File: config.mk
export PLATFORM = sky130hd
export DESIGN_NAME = multichannel_ascii_line_assembler
export DESIGN_NICKNAME = d
export VERILOG_FILES = /design/src/mcala_pkg.sv /design/src/multichannel_ascii_line_assembler.sv
export SDC_FILE = /design/constraint.sdc
export NUM_CORES = 2
export LEC_CHECK = 0
export BUFFER_PORTS_ARGS = -buffer_cell sky130_fd_sc_hd__buf_2
export CAP_MARGIN = 15
export CORE_ASPECT_RATIO = 1.5
export CORE_UTILIZATION = 30
export CTS_BUF_LIST = sky130_fd_sc_hd__clkbuf_2 sky130_fd_sc_hd__clkbuf_4 sky130_fd_sc_hd__clkbuf_8
export DETAILED_ROUTE_END_ITERATION = 7
export MAX_ROUTING_LAYER = met4
export RECOVER_POWER = 25
export SYNTH_ARGS = -nofsm -noshare
export SYNTH_HDL_FRONTEND = slang
export SYNTH_SLANG_ARGS = --single-unit
File: constraint.sdc
create_clock -name clk -period 3.1 [get_ports clk]
set_input_delay 0.31 -clock clk [delete_from_list [all_inputs] [get_ports clk]]
set_output_delay 0.31 -clock clk [all_outputs]
set_load 0.005 [all_outputs]
File: src/mcala_pkg.sv
package mcala_pkg;

    localparam logic [7:0] CHAR_CR = 8'd13;
    localparam logic [7:0] CHAR_LF = 8'd10;

    typedef struct packed {
        logic [3:0] channel;
        logic [7:0] data_byte;
    } rx_item_t;

    typedef struct packed {
        logic [1:0] line_channel;
        logic [7:0] line_byte;
        logic       line_empty;
        logic       last;
    } ln_item_t;

    typedef enum logic {
        ST_IDLE,
        ST_DRAIN
    } state_t;

endpackage

File: src/multichannel_ascii_line_assembler.sv
// Multichannel line assembler.
// rx channel: one received byte per transfer, tagged with its source channel.
// A channel at or above CHANNELS is folded onto channel 0.
// ln channel: completed lines, one byte per transfer, in order, with last
// set on the final byte; an empty line gives a single transfer with
// line_empty and last set and a zero byte.
// An ordinary byte is taken and rx_ready stays high.
// A CR or LF that completes a line of N bytes holds rx_ready low while
// the line store is read out, one byte a cycle unless ln_ready stalls;
// each byte passes the registered store read and then the output
// register. An empty line holds rx_ready low until its marker is loaded
// into the output register. Lines of LINE_MAX bytes or more are dropped.
// A stall on ln_ready holds the output register and pauses the read-out;
// nothing is lost. Reset clears every fill index, sets every channel to
// accepting and leaves the line store contents as they are (no clearing
// pass needed, only written entries are ever read).
module multichannel_ascii_line_assembler #(
    parameter int LINE_MAX = 64,
    parameter int CHANNELS = 4
) (
    input  logic                clk,
    input  logic                rst_n,
    input  logic                rx_valid,
    output logic                rx_ready,
    input  mcala_pkg::rx_item_t rx_item,
    output logic                ln_valid,
    input  logic                ln_ready,
    output mcala_pkg::ln_item_t ln_item
);
    import mcala_pkg::*;

    localparam int CW    = (CHANNELS > 1) ? $clog2(CHANNELS) : 1;
    localparam int FW    = $clog2(LINE_MAX + 1);
    localparam int DEPTH = CHANNELS * LINE_MAX;
    localparam int AW    = $clog2(DEPTH);

    // Line store
    logic [7:0] line_mem [DEPTH];
    logic [7:0] rdata_reg;

    // Per-channel control state
    logic [FW-1:0] fill_reg [CHANNELS];
    logic          acc_reg  [CHANNELS];

    state_t        state_reg, state_next;
    logic [3:0]    drain_ch_reg, drain_ch_next;
    logic [FW-1:0] len_reg, len_next;
    logic [FW-1:0] issue_reg, issue_next;
    logic          pend_reg, pend_next;
    logic          pend_last_reg, pend_last_next;
    logic          pend_empty_reg, pend_empty_next;
    logic          ln_valid_reg, ln_valid_next;
    ln_item_t      ln_item_reg, ln_item_next;

    logic [3:0]    rx_ch;
    logic [CW-1:0] rx_idx;
    logic [FW-1:0] fill_cur;
    logic          acc_cur;
    logic          overflow;
    logic [FW-1:0] idx;
    logic          acc_eff;
    logic          is_eol;
    logic          rx_fire;

    logic          upd_en;
    logic [FW-1:0] upd_fill;
    logic          upd_acc;
    logic          wr_en;
    logic [AW-1:0] wr_addr;
    logic          rd_en;
    logic [AW-1:0] rd_addr;
    logic          load_out;

    assign rx_ready = (state_reg == ST_IDLE);
    assign rx_fire  = rx_valid && rx_ready;
    assign ln_valid = ln_valid_reg;
    assign ln_item  = ln_item_reg;

    // Fold out-of-range channels onto channel 0
    assign rx_ch  = (32'(rx_item.channel) >= CHANNELS) ? 4'd0 : rx_item.channel;
    assign rx_idx = rx_ch[CW-1:0];

    assign fill_cur = fill_reg[rx_idx];
    assign acc_cur  = acc_reg[rx_idx];
    assign overflow = (fill_cur >= FW'(LINE_MAX));
    assign idx      = overflow ? '0 : fill_cur;
    assign acc_eff  = overflow ? 1'b0 : acc_cur;
    assign is_eol   = (rx_item.data_byte == CHAR_CR) || (rx_item.data_byte == CHAR_LF);

    assign wr_addr  = AW'(rx_idx) * AW'(LINE_MAX) + AW'(idx);
    assign rd_addr  = AW'(drain_ch_reg[CW-1:0]) * AW'(LINE_MAX) + AW'(issue_reg);
    assign load_out = pend_reg && (!ln_valid_reg || ln_ready);

    always_comb
    begin
        state_next      = state_reg;
        drain_ch_next   = drain_ch_reg;
        len_next        = len_reg;
        issue_next      = issue_reg;
        pend_next       = pend_reg;
        pend_last_next  = pend_last_reg;
        pend_empty_next = pend_empty_reg;
        ln_valid_next   = ln_valid_reg;
        ln_item_next    = ln_item_reg;
        upd_en          = 1'b0;
        upd_fill        = fill_cur;
        upd_acc         = acc_cur;
        wr_en           = 1'b0;
        rd_en           = 1'b0;

        // Output register: drop a taken transfer, load the pending byte
        if (ln_valid_reg && ln_ready)
        begin
            ln_valid_next = 1'b0;
        end
        if (load_out)
        begin
            ln_valid_next           = 1'b1;
            ln_item_next.line_channel = drain_ch_reg[1:0];
            ln_item_next.line_byte  = pend_empty_reg ? 8'd0 : rdata_reg;
            ln_item_next.line_empty = pend_empty_reg;
            ln_item_next.last       = pend_last_reg;
            pend_next               = 1'b0;
        end

        case (state_reg)
            ST_IDLE:
            begin
                if (rx_fire)
                begin
                    upd_en = 1'b1;
                    if (is_eol)
                    begin
                        upd_fill      = '0;
                        upd_acc       = 1'b1;
                        drain_ch_next = rx_ch;
                        issue_next    = '0;
                        len_next      = idx;
                        if (acc_eff)
                        begin
                            state_next = ST_DRAIN;
                            if (idx == '0)
                            begin
                                pend_next       = 1'b1;
                                pend_empty_next = 1'b1;
                                pend_last_next  = 1'b1;
                            end
                        end
                    end
                    else if (acc_eff)
                    begin
                        wr_en    = 1'b1;
                        upd_fill = idx + 1'b1;
                        upd_acc  = 1'b1;
                    end
                    else
                    begin
                        upd_fill = idx;
                        upd_acc  = acc_eff;
                    end
                end
            end
            ST_DRAIN:
            begin
                // Issue the next read when the pending slot is free or frees this cycle
                if ((issue_reg != len_reg) && (!pend_reg || load_out))
                begin
                    rd_en           = 1'b1;
                    issue_next      = issue_reg + 1'b1;
                    pend_next       = 1'b1;
                    pend_empty_next = 1'b0;
                    pend_last_next  = ((issue_reg + 1'b1) == len_reg);
                end
                if ((issue_next == len_reg) && !pend_next)
                begin
                    state_next = ST_IDLE;
                end
            end
            default:
            begin
                state_next = ST_IDLE;
            end
        endcase
    end

    always_ff @(posedge clk)
    begin
        if (wr_en)
        begin
            line_mem[wr_addr] <= rx_item.data_byte;
        end
        if (rd_en)
        begin
            rdata_reg <= line_mem[rd_addr];
        end
    end

    always_ff @(posedge clk or negedge rst_n)
    begin
        if (!rst_n)
        begin
            for (int i = 0; i < CHANNELS; i++)
            begin
                fill_reg[i] <= '0;
                acc_reg[i]  <= 1'b1;
            end
        end
        else if (upd_en)
        begin
            fill_reg[rx_idx] <= upd_fill;
            acc_reg[rx_idx]  <= upd_acc;
        end
    end

    always_ff @(posedge clk or negedge rst_n)
    begin
        if (!rst_n)
        begin
            state_reg    <= ST_IDLE;
            issue_reg    <= '0;
            len_reg      <= '0;
            pend_reg     <= 1'b0;
            ln_valid_reg <= 1'b0;
        end
        else
        begin
            state_reg    <= state_next;
            issue_reg    <= issue_next;
            len_reg      <= len_next;
            pend_reg     <= pend_next;
            ln_valid_reg <= ln_valid_next;
        end
    end

    always_ff @(posedge clk)
    begin
        drain_ch_reg   <= drain_ch_next;
        pend_last_reg  <= pend_last_next;
        pend_empty_reg <= pend_empty_next;
        ln_item_reg    <= ln_item_next;
    end

    a_idle_no_pending: assert property (@(posedge clk) disable iff (!rst_n)
        (state_reg == ST_IDLE) |-> !pend_reg)
        else $error("pending byte left behind after read-out");

    a_issue_bounded: assert property (@(posedge clk) disable iff (!rst_n)
        issue_reg <= len_reg)
        else $error("read-out ran past the line length");

    a_empty_is_last: assert property (@(posedge clk) disable iff (!rst_n)
        (ln_valid && ln_item.line_empty) |-> (ln_item.last && (ln_item.line_byte == 8'd0)))
        else $error("empty-line marker malformed");

    a_drain_blocks_rx: assert property (@(posedge clk) disable iff (!rst_n)
        (rx_fire && is_eol && acc_eff) |=> !rx_ready)
        else $error("input taken while a line is read out");

endmodule

==> impl_results.md <==
- LEAKAGE: about 31 nW
- Cell area after layout: a little over 100000 um2
- Via density: between 5 and 6
- RSZ-0062 raised after global routing: true
- Crit path max fanout: 21
- Routed Antenna Nets: 0
- Gate power share: ~2.4%
- Pwr/cell area: approximately 540 nW/um2
- Largest cells by area after synthesis: edfxtp_1, mux4_2, mux2i_1
- Yosys top cell by area: edfxtp_1
- Largest net degree at the start of global routing: ~180
- Total grt overflow: 0
- Internal: between 0.04 and 0.05 W
- WL/cell: between 20 and 30 um
- Sw Pwr: between 0.01 and 0.015 W
- PortBufs: 29
- Hold crit path type: in -> reg
- Initial Util: between 30% and 40%
- DP Wirelength: between 150000 and 200000 um
- Cells after Synth: 4363
- Synth-to-Final Area Change: 20.3%
- Setup WS pre-CTS: -0.905 ns
- Remaining DRCs: 0
- Area of the die: roughly 280000 um2
- FF-to-FF Start: issue_reg[0]$_DFFE_PN0P_
- IO Count: 30
- Core area: 278000 um2
- Top sig layer: met4
- Seq/Total Area, Yosys: 75.5%
- Largest family of logic cells by synthesized area: multiplexers
- Final std cells w/o fill: approximately 9.1k
- FMAX: about 310 MHz
- Synthesis Warnings: 0
- Syn_nets: 4385
- Status: finished, violations left
- Fraction of synthesized area in multiplexers: approximately 14%
- Violated checks: capacitance limit, slew limit, setup timing
- # nets final: around 5.2k
- Synth Area in Adders: less than 1%
- Top post-synthesis cells by count: edfxtp_1, mux2i_1, mux4_2, nor2_1, o221ai_1
- Total number of vias: 46.5k
- Synth Area in Compound Gates: between 4 and 5%
- Slew Viols, Final: 588
- Final setup vio count: approximately 150
- Startpoint types: input port
- Die X-Extent: between 400 and 500 um
- Worst setup path class: in -> reg
- Simple-gate area share of the yosys netlist: 3.57%
- Clock group share of total power: roughly two fifths
- DR WL met3: 15000 um
- Die Y: 650 um
- PnR Total Power: between 0.05 and 0.06 W
- TritonCTS Buffers: 300
- Max Root-Sink Buffers: 4
- Sequential Power Share: 58.0%
- Layout cells sized above 1: 32.7%
- Ys async rst share: 2.31%
- HP Start: ln_ready
- Synth Area per Inst: slightly below 20 um2
- Hold Violations, Final: 0
- Initial DRT Pass Iterations: 6
- Rows: approximately 240
- Placed Cells: about 8.6k
- Critical path origin: rx_item[0]
- Clock skew: approximately 0.099 ns
- Switching share of total power: a little over a fifth
- Dpl cell area: approximately 94000 um2
- TritonCTS clock tree: built
- Req. time, crit path: roughly 3.7 ns
- Max_cap viols: 7
- Slew @ Worst Pin: ~2.3 ns
- First-pass GRT wire length: around 350000 um
- CTS root buf: clkbuf_8
- Register bit total from synthesis: approximately 2.1k
- Vias in the first global route: about 48k
- Total track usage: between 15 and 20%
- Syn Std Cell Area: between 80000 and 90000 um2
- Post-Route WL: between 200000 and 250000 um
- Post-route worst setup slack: -0.0835 ns
- Clk_lat worst skew: 0.96 ns
- Post-synth EDFFs: between 2k and 2.5k
- CTS Sinks: about 2.1k
- Ys flop type: edfxtp_1
- Peak supply drop: between 0.2 and 0.3 mV
- Max FFs per register: 2048
- Metal2 WL: 130000 um
- Count leader, synth: edfxtp_1
- Tmin final: 3.18 ns
- CP arrival: ~3.7 ns
- GP Congestion: between 0.9 and 1
- Synth Area in XOR/XNOR: 0.197%
- Crit. End Element: flip-flop
- Met1 Routed Length: about 85000 um
- Rel. slew slack: -53.1%
- Yosys top cell area share: about three quarters
- Clk slew on worst S/H paths: 0.06 ns
- CTS HTree Levels: 5
- Starting DRT DRC Count: around 4.3k
- Distinct cells, synth: approximately 80
- Tcrit/Tclk final: 103%
- Initial antenna violation count: 8
## power by group through the flow
stage               Clock, W  Combinational (W)  Sequential (W)
detailed placement         0            0.00128          0.0322
floorplan                  0           0.000357          0.0321
global route          0.0231            0.00137          0.0315
global placement           0            0.00124          0.0322
finish                0.0216            0.00130          0.0316
CTS                   0.0220            0.00132          0.0315
## cell usage in the layout, fill, tap and decap left out, types with 88 or more instances in the layout
master    instances
a21oi_1          98
o221ai_1        132
edfxtp_1       2072
nand2_1         128
buf_4           640
buf_12           88
mux2i_1         390
clkbuf_8        308
nor2_1          263
mux4_2          346
## kinds of logic (layout without fill, tap and decap cells)
kind of cell,Yosys count,count (layout)
AND/OR/NAND/NOR,652,652
flip-flops,2121,2121
XOR/XNOR,18,18
other,0,10
AO/OA/AOI/OAI,519,519
adder cells (fa/ha/maj),6,6
buffers and inverters,286,1349
multiplexers,761,761
## layer usage
| layer | vias to the layer above | track usage [%] |
|---|---|---|
| met5 | - | - |
| met4 | 0 | 10.5 |
| met3 | 579 | 2.71 |
| met2 | 1878 | 30.8 |
| met1 | 24400 | 18.9 |
| li1 | 19700 | - |
## critical path: stages
cell	delay, ns
dlygate4sd3_1	0.52
clkbuf_1	0.22
nor3b_1	0.09
buf_4	0.15
o211ai_1	0.62
buf_4	0.26
o211ai_1	0.12
nor2_1	0.21
buf_12	0.19
nand3_1	0.18
buf_12	0.23
nor2_1	0.62
## metrics by stage
stage | hold WS [ns] | setup TNS (ns) | util [%]
detailed placement | 0.441 | -268.44 | 33.8
finish | 0.283 | -4.99 | 36.3
global placement | 0.430 | -235.03 | 33.8
global route | 0.293 | -9.69 | 36.3
CTS | 0.0162 | -0.131 | 36.2
floorplan | 0.0144 | 0 | -
## timing repair
item	4_1_cts	5_1_grt
hold buffers	16	0
endpoints found under the setup margin	219	254
pin swaps	19	25
gates resized for setup	89	83
buffers inserted	13	11
cloned	2	2
endpoints found under the hold margin	235	0
## final cells by class
class	count	area, um2
clock inverters	136	923
repair buffers	819	7490
inverters	12	52.6
fillers	26000	177000
clock buffers	382	4790
multi-input cells	1956	19700
flip-flops and latches	2121	63500
diodes	10	25.0
well taps	3704	4630
## path summary, 6_finish.rpt
check                                             end  slack, ns  cells after the start
setup / recovery           line_mem[173][4]$_DFFE_PP_      -0.08                     12
hold / removal                   ln_valid$_DFFE_PN0P_       0.28                      4
setup reg to reg               rdata_reg[3]$_DFFE_PP_      -0.04                      9
hold reg to reg                  ln_item[0]$_DFFE_PP_       0.47                      0
max in group asynchronous    issue_reg[2]$_DFFE_PN0P_       0.61                      4
min in group asynchronous      acc_reg[3]$_DFFE_PN1P_       0.59                      3
Note: power is estimated with default switching activity, not from simulation.
